$ cat config.mk
export PLATFORM = sky130hd
export DESIGN_NAME = ordered_list_engine
export DESIGN_NICKNAME = d
export VERILOG_FILES = /design/src/sv/olst_pkg.sv /design/src/sv/olst_ram.sv /design/src/sv/ordered_list_engine.sv
export SDC_FILE = /design/constraint.sdc
export NUM_CORES = 2
export LEC_CHECK = 0
export ABC_AREA = 1
export BUFFER_PORTS_ARGS = -buffer_cell sky130_fd_sc_hd__buf_4
export CAP_MARGIN = 20
export CELL_PAD_IN_SITES_DETAIL_PLACEMENT = 1
export CELL_PAD_IN_SITES_GLOBAL_PLACEMENT = 1
export CORE_UTILIZATION = 45
export DETAILED_ROUTE_END_ITERATION = 10
export GPL_TIMING_DRIVEN = 0
export PLACE_DENSITY_LB_ADDON = 0.1
export SKIP_CTS_REPAIR_TIMING = 1
export SYNTH_ARGS = -nofsm -noshare
export SYNTH_HDL_FRONTEND = slang
export SYNTH_SLANG_ARGS = --single-unit
$ cat constraint.sdc
create_clock -name clock -period 4.9 [get_ports clock]
set_input_delay 0.245 -clock clock [delete_from_list [all_inputs] [get_ports clock]]
set_output_delay 0.245 -clock clock [all_outputs]
set_load 0.05 [all_outputs]
$ cat src/sv/olst_pkg.sv
`default_nettype none
// ----------------------------------------------------------------------------
// olst_pkg
// Shared types, codes and sizing for the ordered list engine.
// ----------------------------------------------------------------------------
package olst_pkg;

   localparam int CAPACITY   = 64;
   localparam int DATA_WIDTH = 32;
   localparam int IDX_W      = $clog2(CAPACITY);
   localparam int CNT_W      = $clog2(CAPACITY + 1);

   localparam logic [2:0] ACT_PUSH_FRONT = 3'd0;
   localparam logic [2:0] ACT_PUSH_BACK  = 3'd1;
   localparam logic [2:0] ACT_INSERT_AT  = 3'd2;
   localparam logic [2:0] ACT_DELETE     = 3'd3;
   localparam logic [2:0] ACT_SEARCH     = 3'd4;
   localparam logic [2:0] ACT_READ_OUT   = 3'd5;

   localparam logic [2:0] ST_DONE      = 3'd0;
   localparam logic [2:0] ST_EMPTY     = 3'd1;
   localparam logic [2:0] ST_NOT_FOUND = 3'd2;
   localparam logic [2:0] ST_FULL      = 3'd3;
   localparam logic [2:0] ST_NEG_POS   = 3'd4;

   typedef struct packed {
      logic [2:0]         action;
      logic signed [31:0] item_value;
      logic signed [15:0] insert_position;
   } req_type;

   typedef struct packed {
      logic [2:0]         status;
      logic [5:0]         found_index;
      logic signed [31:0] element_value;
      logic               last;
   } rsp_type;

   typedef enum logic [3:0] {
      S_IDLE,
      S_SHIFT_UP,
      S_SHIFT_DOWN,
      S_DRAIN,
      S_PLACE,
      S_SCAN,
      S_READ_ISSUE,
      S_READ_DATA,
      S_RESPOND
   } state_type;

   function automatic logic [DATA_WIDTH-1:0] to_word(input logic [31:0] v);
      logic signed [63:0] t;
      t = 64'($signed(v));
      return t[DATA_WIDTH-1:0];
   endfunction

   function automatic logic [31:0] word_to_out(input logic [DATA_WIDTH-1:0] w);
      logic signed [63:0] t;
      t = 64'($signed(w));
      return t[31:0];
   endfunction

endpackage
`default_nettype wire

$ cat src/sv/olst_ram.sv
`default_nettype none
// ----------------------------------------------------------------------------
// olst_ram
// Generic simple dual-port RAM: one write port, one registered read port.
// ----------------------------------------------------------------------------
module olst_ram #(
   parameter int WIDTH = 32,
   parameter int DEPTH = 64
) (
   input  wire logic                     clock,
   input  wire logic                     wr_en,
   input  wire logic [$clog2(DEPTH)-1:0] wr_addr,
   input  wire logic [WIDTH-1:0]         wr_data,
   input  wire logic [$clog2(DEPTH)-1:0] rd_addr,
   output      logic [WIDTH-1:0]         rd_data
);

   logic [WIDTH-1:0] mem [DEPTH];

   always_ff @(posedge clock) begin
      if (wr_en) begin
         mem[wr_addr] <= wr_data;
      end
      rd_data <= mem[rd_addr];
   end

endmodule
`default_nettype wire

$ cat src/sv/ordered_list_engine.sv
`default_nettype none
// ----------------------------------------------------------------------------
// ordered_list_engine
// Ordered list of signed words kept in one element RAM, with insert, delete,
// search and read-out requests.
// ----------------------------------------------------------------------------
// One request at a time. Refused requests go straight to the response. Insert moves
// each element behind the target one slot toward the back, then places the new word;
// a push at the back moves nothing. Search scans the elements from the front; delete
// then moves each element behind the match one slot toward the front. Read-out reads
// the elements one by one from the front, all through the single read port of the RAM.
// Reset clears the state, the element count and the valid flags; the RAM is never cleared.
module ordered_list_engine
   import olst_pkg::*;
(
   input  wire logic    clock,
   input  wire logic    reset,
   input  wire logic    req_valid,
   output      logic    req_stall,
   input  wire req_type req_data,
   output      logic    rsp_valid,
   input  wire logic    rsp_stall,
   output      rsp_type rsp_data
);

   state_type             state_ff, state_in;
   logic [CNT_W-1:0]      count_ff, count_in;
   logic [CNT_W-1:0]      walk_ff, walk_in;
   logic [CNT_W-1:0]      pos_ff, pos_in;
   logic [2:0]            act_ff, act_in;
   logic [31:0]           echo_ff, echo_in;
   logic [DATA_WIDTH-1:0] word_ff, word_in;
   logic [2:0]            status_ff, status_in;
   logic [IDX_W-1:0]      fidx_ff, fidx_in;
   logic                  mv_valid_ff, mv_valid_in;
   logic [IDX_W-1:0]      mv_dst_ff, mv_dst_in;
   logic                  cmp_valid_ff, cmp_valid_in;
   logic [IDX_W-1:0]      cmp_idx_ff, cmp_idx_in;
   rsp_type               rsp_ff, rsp_in;
   logic                  rsp_valid_ff, rsp_valid_in;

   logic                  accept;
   logic                  slot_free;
   logic                  is_insert;
   logic                  neg_pos;
   logic                  full;
   logic                  empty;
   logic [CNT_W-1:0]      target;
   logic [CNT_W-1:0]      count_m1;
   logic                  match;
   logic                  scan_last;
   logic                  wr_en;
   logic [IDX_W-1:0]      wr_addr;
   logic [DATA_WIDTH-1:0] wr_data;
   logic [DATA_WIDTH-1:0] rd_data;

   assign req_stall = (state_ff != S_IDLE);
   assign accept    = req_valid && !req_stall;
   assign slot_free = !rsp_valid_ff || !rsp_stall;
   assign rsp_valid = rsp_valid_ff;
   assign rsp_data  = rsp_ff;

   assign is_insert = req_data.action inside {ACT_PUSH_FRONT, ACT_PUSH_BACK, ACT_INSERT_AT};
   assign neg_pos   = (req_data.action == ACT_INSERT_AT) && req_data.insert_position[15];
   assign full      = (32'(count_ff) == 32'(CAPACITY));
   assign empty     = (count_ff == '0);
   assign count_m1  = count_ff - CNT_W'(1);
   assign match     = cmp_valid_ff && (rd_data == word_ff);
   assign scan_last = cmp_valid_ff && (CNT_W'(cmp_idx_ff) == count_m1);

   always_comb begin
      case (req_data.action)
         ACT_PUSH_FRONT: target = '0;
         ACT_PUSH_BACK:  target = count_ff;
         default: begin
            if (32'(req_data.insert_position[14:0]) > 32'(count_ff)) begin
               target = count_ff;
            end else begin
               target = CNT_W'(req_data.insert_position[14:0]);
            end
         end
      endcase
   end

   // element store
   assign wr_en   = mv_valid_ff || (state_ff == S_PLACE);
   assign wr_addr = (state_ff == S_PLACE) ? pos_ff[IDX_W-1:0] : mv_dst_ff;
   assign wr_data = (state_ff == S_PLACE) ? word_ff : rd_data;

   olst_ram #(
      .WIDTH (DATA_WIDTH),
      .DEPTH (CAPACITY)
   ) u_store (
      .clock   (clock),
      .wr_en   (wr_en),
      .wr_addr (wr_addr),
      .wr_data (wr_data),
      .rd_addr (walk_ff[IDX_W-1:0]),
      .rd_data (rd_data)
   );

   // next state
   always_comb begin
      state_in = state_ff;
      case (state_ff)
         S_IDLE: begin
            if (accept) begin
               if (is_insert) begin
                  if (neg_pos || full) begin
                     state_in = S_RESPOND;
                  end else if (target == count_ff) begin
                     state_in = S_PLACE;
                  end else begin
                     state_in = S_SHIFT_UP;
                  end
               end else if (req_data.action inside {ACT_DELETE, ACT_SEARCH}) begin
                  state_in = empty ? S_RESPOND : S_SCAN;
               end else if (req_data.action == ACT_READ_OUT) begin
                  state_in = empty ? S_RESPOND : S_READ_ISSUE;
               end else begin
                  state_in = S_RESPOND;
               end
            end
         end
         S_SHIFT_UP: begin
            if (walk_ff == pos_ff) begin
               state_in = S_DRAIN;
            end
         end
         S_SHIFT_DOWN: begin
            if (walk_ff == count_m1) begin
               state_in = S_DRAIN;
            end
         end
         S_DRAIN: begin
            state_in = (act_ff == ACT_DELETE) ? S_RESPOND : S_PLACE;
         end
         S_PLACE: begin
            state_in = S_RESPOND;
         end
         S_SCAN: begin
            if (match) begin
               if (act_ff == ACT_SEARCH || scan_last) begin
                  state_in = S_RESPOND;
               end else begin
                  state_in = S_SHIFT_DOWN;
               end
            end else if (scan_last) begin
               state_in = S_RESPOND;
            end
         end
         S_READ_ISSUE: begin
            if (slot_free) begin
               state_in = S_READ_DATA;
            end
         end
         S_READ_DATA: begin
            state_in = (walk_ff == count_m1) ? S_IDLE : S_READ_ISSUE;
         end
         S_RESPOND: begin
            if (slot_free) begin
               state_in = S_IDLE;
            end
         end
         default: state_in = S_IDLE;
      endcase
   end

   // datapath
   always_comb begin
      count_in     = count_ff;
      walk_in      = walk_ff;
      pos_in       = pos_ff;
      act_in       = act_ff;
      echo_in      = echo_ff;
      word_in      = word_ff;
      status_in    = status_ff;
      fidx_in      = fidx_ff;
      mv_valid_in  = 1'b0;
      mv_dst_in    = mv_dst_ff;
      cmp_valid_in = 1'b0;
      cmp_idx_in   = cmp_idx_ff;
      rsp_in       = rsp_ff;
      rsp_valid_in = rsp_valid_ff && rsp_stall;
      case (state_ff)
         S_IDLE: begin
            if (accept) begin
               act_in    = req_data.action;
               echo_in   = req_data.item_value;
               word_in   = to_word(req_data.item_value);
               pos_in    = target;
               fidx_in   = '0;
               walk_in   = is_insert ? count_m1 : '0;
               status_in = ST_DONE;
               if (neg_pos) begin
                  status_in = ST_NEG_POS;
               end else if (is_insert && full) begin
                  status_in = ST_FULL;
               end else if (empty && (req_data.action inside
                            {ACT_DELETE, ACT_SEARCH, ACT_READ_OUT})) begin
                  status_in = ST_EMPTY;
               end
            end
         end
         S_SHIFT_UP: begin
            mv_valid_in = 1'b1;
            mv_dst_in   = IDX_W'(walk_ff + CNT_W'(1));
            walk_in     = walk_ff - CNT_W'(1);
         end
         S_SHIFT_DOWN: begin
            mv_valid_in = 1'b1;
            mv_dst_in   = IDX_W'(walk_ff - CNT_W'(1));
            walk_in     = walk_ff + CNT_W'(1);
         end
         S_DRAIN: begin
            if (act_ff == ACT_DELETE) begin
               count_in = count_m1;
            end
         end
         S_PLACE: begin
            count_in = count_ff + CNT_W'(1);
         end
         S_SCAN: begin
            if (walk_ff < count_ff) begin
               cmp_valid_in = 1'b1;
               cmp_idx_in   = walk_ff[IDX_W-1:0];
               walk_in      = walk_ff + CNT_W'(1);
            end
            if (match) begin
               cmp_valid_in = 1'b0;
               if (act_ff == ACT_SEARCH) begin
                  fidx_in = cmp_idx_ff;
               end else if (scan_last) begin
                  count_in = count_m1;
               end else begin
                  walk_in = CNT_W'(cmp_idx_ff) + CNT_W'(1);
               end
            end else if (scan_last) begin
               status_in = ST_NOT_FOUND;
            end
         end
         S_READ_DATA: begin
            rsp_in.status        = ST_DONE;
            rsp_in.found_index   = '0;
            rsp_in.element_value = word_to_out(rd_data);
            rsp_in.last          = (walk_ff == count_m1);
            rsp_valid_in         = 1'b1;
            walk_in              = walk_ff + CNT_W'(1);
         end
         S_RESPOND: begin
            if (slot_free) begin
               rsp_in.status        = status_ff;
               rsp_in.found_index   = 6'(fidx_ff);
               rsp_in.element_value = echo_ff;
               rsp_in.last          = 1'b1;
               rsp_valid_in         = 1'b1;
            end
         end
         default: begin
         end
      endcase
   end

   always_ff @(posedge clock) begin
      if (reset) begin
         state_ff     <= S_IDLE;
         count_ff     <= '0;
         mv_valid_ff  <= 1'b0;
         cmp_valid_ff <= 1'b0;
         rsp_valid_ff <= 1'b0;
      end else begin
         state_ff     <= state_in;
         count_ff     <= count_in;
         mv_valid_ff  <= mv_valid_in;
         cmp_valid_ff <= cmp_valid_in;
         rsp_valid_ff <= rsp_valid_in;
      end
   end

   always_ff @(posedge clock) begin
      walk_ff    <= walk_in;
      pos_ff     <= pos_in;
      act_ff     <= act_in;
      echo_ff    <= echo_in;
      word_ff    <= word_in;
      status_ff  <= status_in;
      fidx_ff    <= fidx_in;
      mv_dst_ff  <= mv_dst_in;
      cmp_idx_ff <= cmp_idx_in;
      rsp_ff     <= rsp_in;
   end

   a_count_bound: assert property (@(posedge clock) disable iff (reset)
      32'(count_ff) <= 32'(CAPACITY))
      else $error("element count above capacity");

   a_write_states: assert property (@(posedge clock) disable iff (reset)
      wr_en |-> (state_ff == S_SHIFT_UP || state_ff == S_SHIFT_DOWN ||
                 state_ff == S_DRAIN || state_ff == S_PLACE))
      else $error("store written outside a move or place step");

   a_read_slot: assert property (@(posedge clock) disable iff (reset)
      (state_ff == S_READ_DATA) |-> !rsp_valid_ff)
      else $error("read-out data arrived with result slot occupied");

   a_count_change: assert property (@(posedge clock) disable iff (reset)
      (!$past(reset) && (count_ff != $past(count_ff))) |-> (state_ff == S_RESPOND))
      else $error("element count changed outside request completion");

endmodule
`default_nettype wire
== After elaboration in Yosys (flattened, before gate mapping) ==
Memory sizes are Yosys's and may differ from the RTL's. A register that Yosys moved wholly into a read port is not among the register bits.
Index checks and enable logic that the tools add are counted.

* Bits in registers: 126
* Bits in writable memories: 2048
* Memories kept: 1

{| class="wikitable"
|+ Memories
! name !! words !! width !! read ports !! clocked after Yosys merged registers in !! write ports !! line !! text
|-
| u_store.mem || 64 || 32 || 1 || 1 || 1 || olst_ram.sv:18 || <nowiki>logic [WIDTH-1:0] mem [DEPTH];</nowiki>
|}

* $add $sub $neg: 5
* $lt $le $gt $ge: 2
* Equal/unequal tests: 33
* Muxes and demuxes: 54
* Bitwise operators: 1
* Reduce and logical (&&, ||, !) cells: 37

{| class="wikitable"
|+ Operator list
! kind !! number
|-
| one-hot mux 42 bit (2 select lines) || 1
|-
| 2-to-1 mux 7 bit || 11
|-
| 2-to-1 mux 4 bit || 15
|-
| 2-to-1 mux 42 bit || 1
|-
| one-hot mux 4 bit (9 select lines) || 1
|-
| equality test 32 bit || 1
|-
| 2-to-1 mux 32 bit || 1
|-
| one-hot mux 7 bit (4 select lines) || 1
|-
| 2-to-1 mux 6 bit || 4
|-
| one-hot mux 6 bit (2 select lines) || 2
|-
| inequality test 2 bit (second input constant) || 11
|-
| equality test 7 bit || 3
|-
| one-hot mux 7 bit (3 select lines) || 1
|-
| 2-to-1 mux 3 bit || 6
|-
| equality test 4 x 3 -> 1 bit (second input constant) || 4
|-
| greater-than comparator 15 x 7 -> 1 bit || 1
|-
| adder 7 x 1 -> 7 bit (second input constant) || 2
|-
| one-hot mux 7 bit (2 select lines) || 1
|-
| subtractor 7 x 1 -> 7 bit (second input constant) || 2
|-
| equality test 3 x 2 -> 1 bit (second input constant) || 3
|-
| equality test 3 bit (second input constant) || 3
|-
| nonzero test 3 bit || 3
|-
| equality test 4 x 2 -> 1 bit (second input constant) || 2
|-
| AND reduction 2 bit || 4
|-
| 26 further kinds || 48
|}

== Longest topological paths before layout ==
* Depth in word-level cells: 9
* Gate-level depth with buffers: 22

== Hierarchy ==
A second synthesis with hierarchy kept.

* Cells, all modules: 7800
* Area total of the unflattened synthesis: 90825.9 sq um

{| class="wikitable"
|+ By module, submodules not included
! module !! times used !! cells an instance !! area each (sq um) !! seq. area each (sq um)
|-
| olst_ram || 1 || 6769 || 82738.1 || 62139.6
|-
| ordered_list_engine || 1 || 1031 || 8087.8 || 3643.5
|}

== Worst setup path before layout ==
No wires, ideal clock.

* Path kind: reg2reg
* Start: register state_ff[0]
* End: memory u_store.mem[48][0] (enable)
* Library setup time: 502 ps
* Data arrival time: 4552 ps
* Required time: 4398 ps
* Slack: -154 ps
* Stages on the path, launching flop included: 9
* Buffers on the path: 2
* Clock period less this slack: 5054 ps
* Cell sequence: dfxtp_1 -> nor2_1 -> inv_2 -> nor2_2 -> buf_2 -> or2_2 -> buf_2 -> nand3_1 -> nor4_1

* Word-level cells in the longest chain between the ends: 4
* Elaborated cells on any way between the ends: 5
* Those cells by class: eq/ne (1); mux (3); reduce/logical (1)

{| class="wikitable"
|+ Ends and longest elaborated chain
! what !! line !! text
|-
| from (decl) || ordered_list_engine.sv:26 || <nowiki>state_type state_ff, state_in;</nowiki>
|-
| from (signal assigned) || ordered_list_engine.sv:272 || <nowiki>state_ff <= state_in;</nowiki>
|-
| equality test 4 x 3 -> 1 bit (*) || ordered_list_engine.sv:86, ordered_list_engine.sv:87 ||
|-
| logical OR 1 bit || ordered_list_engine.sv:86 || <nowiki>assign wr_en = mv_valid_ff || (state_ff == S_PLACE);</nowiki>
|-
| 2-to-1 mux 1 bit || olst_ram.sv:21 || <nowiki>if (wr_en) begin</nowiki>
|-
| 2-to-1 mux 1 bit (not written as such) || olst_ram.sv:22 || <nowiki>mem[wr_addr] <= wr_data;</nowiki>
|-
| to (decl) || olst_ram.sv:18 ||
|}

Mark *: on every way between the ends. The rest lies on a longest branch, timed or not.

==> implementation parameters <==
Parameter                              Value

Outcome
  Outcome ... finished, violations left
  Violated checks ... negative hold slack, negative setup slack

Finish
  Number of fill cells ... 18900
  Total area of multi-input combinational cells ... 20400 sq um
  Core utilization of the finished layout ... 0.543
  Final Net Count ... 7379
  Register area ... 65800 sq um
  Area growth syn-to-layout ... 19.4%
  Commonest cells after routing, fill and taps aside ... 2160 x sky130_fd_sc_hd__edfxtp_1, 1206 x sky130_fd_sc_hd__nor2_1, 1147 x sky130_fd_sc_hd__o21ai_0, 355 x sky130_fd_sc_hd__clkbuf_1, 308 x sky130_fd_sc_hd__o22ai_1
  Most common cell after layout, fill and taps aside ... sky130_fd_sc_hd__edfxtp_1
  Share of final-layout standard cells stronger than drive strength 1 ... 0.132

Global route
  Global-route total usage across every layer ... 0.418
  Largest net degree at the start of global routing ... 40
  First-pass GRT wire length ... 558 mm
  Sum of overflow across all layers after global routing ... 0
  Vias in the first global route ... 66100
  Initial antenna violation count ... 50

Worst setup path
  Start of the worst register-to-register path ... walk_ff[2]
  Critical path data required time ... 5.53 ns
  Critical path capture point type ... flop
  Class of the most critical setup path ... reg2reg
  Worst Path Max Fanout ... 10
  Depth of the worst register-to-register path ... 8
  Reg-to-reg slack, setup ... -0.17 ns
  Sort of element at the start of the critical path ... flop
  Critical Path Start ... walk_ff[2]
  Critical path data arrival time ... 5.70 ns
  Worst r2r dst ... u_store.rd_data[18]
  Endpoint of the most critical setup path ... u_store.rd_data[18]

Synth
  Count of unique library cells instantiated by Yosys ... 64
  Number of storage elements in the synthesis netlist ... 2206
  Mapped Nets ... 6731
  Post-synthesis instance total ... 6657
  YS warnings ... 0
  Part of the Yosys area used for sequential elements ... 0.749
  Area of the mapped netlist ... 87900 sq um
  Most frequently used flop master after synthesis ... sky130_fd_sc_hd__edfxtp_1
  Async set or reset register ratio after synthesis ... 0
  Synthesized area divided by synthesized cell count ... 13.2 sq um
  Count of flip-flops with a built-in enable after synthesis ... 2160

Floorplan
  Standard cell core area ... 193000 sq um
  Initial core utilization ... 0.455
  Horizontal die dimension ... 444 microns
  Overall die height ... 444 microns
  Number of placed I/O pins ... 99
  Row count ... 161
  Die area ... 197000 sq um

Timing
  Final-layout setup total negative slack ... -0.511 ns
  RSZ-0062 raised after global routing ... no
  Final Worst Setup Slack ... -0.171 ns
  Final Slew Violations ... 0
  # setup viols final ... 4
  Part of the cycle the worst path needs ... 1.03
  Peak Freq ... 197 MHz
  Worst setup skew after layout ... 0.0695 ns
  Number of hold violations in the final report ... 2
  Tightest slew margin relative to the limit ... 0.0950
  Final hold slack ... -0.0184 ns
  Final critical path time including I/O delays and setup ... 5.07 ns
  Worst Tran Pin Value ... 1.34 ns

Clocking
  Clock buffer count from CTS ... 229
  Sink Count ... 2206
  Clock insertion delay at the later pin of the skew report ... 0.92 ns
  H-tree levels ... 4
  Buffer levels on the longest clock path ... 3
  Clock slew at reported path FFs ... 0.06 ns
  Root buffer cell ... sky130_fd_sc_hd__clkbuf_16
  CTS tree ... yes

Drt
  Uppermost layer routed ... met5
  Number of DRC markers in iteration 0 ... 12600
  Ratio of routed vias to standard cells ... 6.85
  Amount of wire on met3 after detailed routing ... 59.1 mm
  Overall routed net length ... 419 mm
  Metal2 WL ... 178 mm
  Number of DRC violations after detailed routing ... 0
  Number of routed nets with antenna violations ... 0
  Pre-Repair DR Iteration Count ... 9
  Metal-1 WL ... 149 mm
  Vias after detailed routing ... 68800
  Routed wirelength normalized by instance count ... 41.7 microns

Placement
  Post-DP HPWL ... 299 mm
  Routability-driven placement congestion ratio ... 0.985
  Count of input and output buffers ... 97
  Worst slack at placement ... 0.0919 ns

Power
  Worst ir drop on vdd ... 0.399 mV
  Power Total ... 80.2 mW
  Total power divided by cell area ... 764 nW/um^2
  Leakage power of the design ... 34.2 nW

Worst hold path
  Worst hold path class ... in2reg

Flow run
  Count of maximum capacitance violations ... 0
## final cells by class
type,instances,area share
Clock inverter,133,0.00973
Timing Repair Buffer,418,0.0568
Multi-Input combinational cell,3841,0.194
Clock buffer,289,0.0573
Antenna cell,21,0.000501
Tap cell,2526,0.0301
Inverter,145,0.00526
Sequential cell,2206,0.627
Buffer,464,0.0191
## report_power, final
part	internal, mW	switching, mW
registers	25.6	0.483
logic	8.15	29.0
clock network	9.22	7.67
total	43.0	37.2
## worst min path at each step
stage / start / endpoint / cells after the start
finish: req_data[5] / pos_ff[5] / 7
global route: req_data[1] / pos_ff[1] / 5
CTS: req_data[30] / word_ff[14] / 1
detailed placement: req_data[30] / word_ff[14] / 1
global placement: req_data[30] / word_ff[14] / 1
floorplan: req_data[48] / act_ff[0] / 0
## cell families (layout without fill, tap and decap cells)
group	count (synthesis)	count (layout)	share of synthesized area
AO/OA/AOI/OAI	2005	2005	0.134
XOR/XNOR	41	41	0.00439
adder cells (fa/ha/maj)	19	19	0.00270
buffers and inverters	610	1449	0.0290
flip-flops	2206	2206	0.749
multiplexers	2	2	0.000228
other	0	21	0
AND/OR/NAND/NOR	1774	1774	0.0816
## critical path: stages, from the launching register on
cell and delay [ns]:
sky130_fd_sc_hd__edfxtp_1 0.37, sky130_fd_sc_hd__buf_2 0.32, sky130_fd_sc_hd__clkbuf_1 0.74, sky130_fd_sc_hd__clkbuf_1 0.99, sky130_fd_sc_hd__o221ai_1 0.32, sky130_fd_sc_hd__o211ai_1 0.29
sky130_fd_sc_hd__a21oi_1 0.23, sky130_fd_sc_hd__o21ai_0 1.11, sky130_fd_sc_hd__nand4_1 0.43
## flip-flops by register name (all words and copies together) (netlist names), 4 cells and up
| signal | count |
|---|---|
| rsp_data | 42 |
| pos_ff | 7 |
| u_store.mem | 2048 |
| state_ff | 4 |
| mv_dst_ff | 6 |
| fidx_ff | 6 |
| u_store.rd_data | 32 |
| word_ff | 32 |
| walk_ff | 7 |
| count_ff | 7 |
| cmp_idx_ff | 6 |
## cells in the mapped netlist (all sizes together) (5+ instances only)
library cell,instances,area (sq um)
edfxtp,2160,64900
nor2,1270,4800
o21ai,1237,6210
o22ai,309,1930
clkbuf,304,1140
nand2,287,1110
o221ai,241,2110
buf,161,858
inv,141,537
nand3,127,671
o211ai,88,666
a21oi,83,415
dfxtp,46,921
nand4,41,278
xor2,39,368
ha,19,238
nor3,18,100
nor4,13,87.6
o2111ai,10,87.6
a211o,7,61.3
a31oi,7,43.8
or2,7,43.8
o32ai,6,52.6
a221o,5,50.1
or3,5,31.3
## per-stage QoR
step	instances	instance area (sq um)
4_1_cts	9971	104000
6_report	10000	105000
3_5_place_dp	9549	97300
5_1_grt	10000	105000
2_1_floorplan	6657	87900
3_3_place_gp	9280	91800
## per-layer routing
metal | vias up | global-route usage
li1 | 26500 | -
met1 | 35300 | 0.535
met2 | 5625 | 0.608
met3 | 1326 | 0.143
met4 | 50 | 0.269
met5 | - | 0
Note: power is estimated with default switching activity, not from simulation.
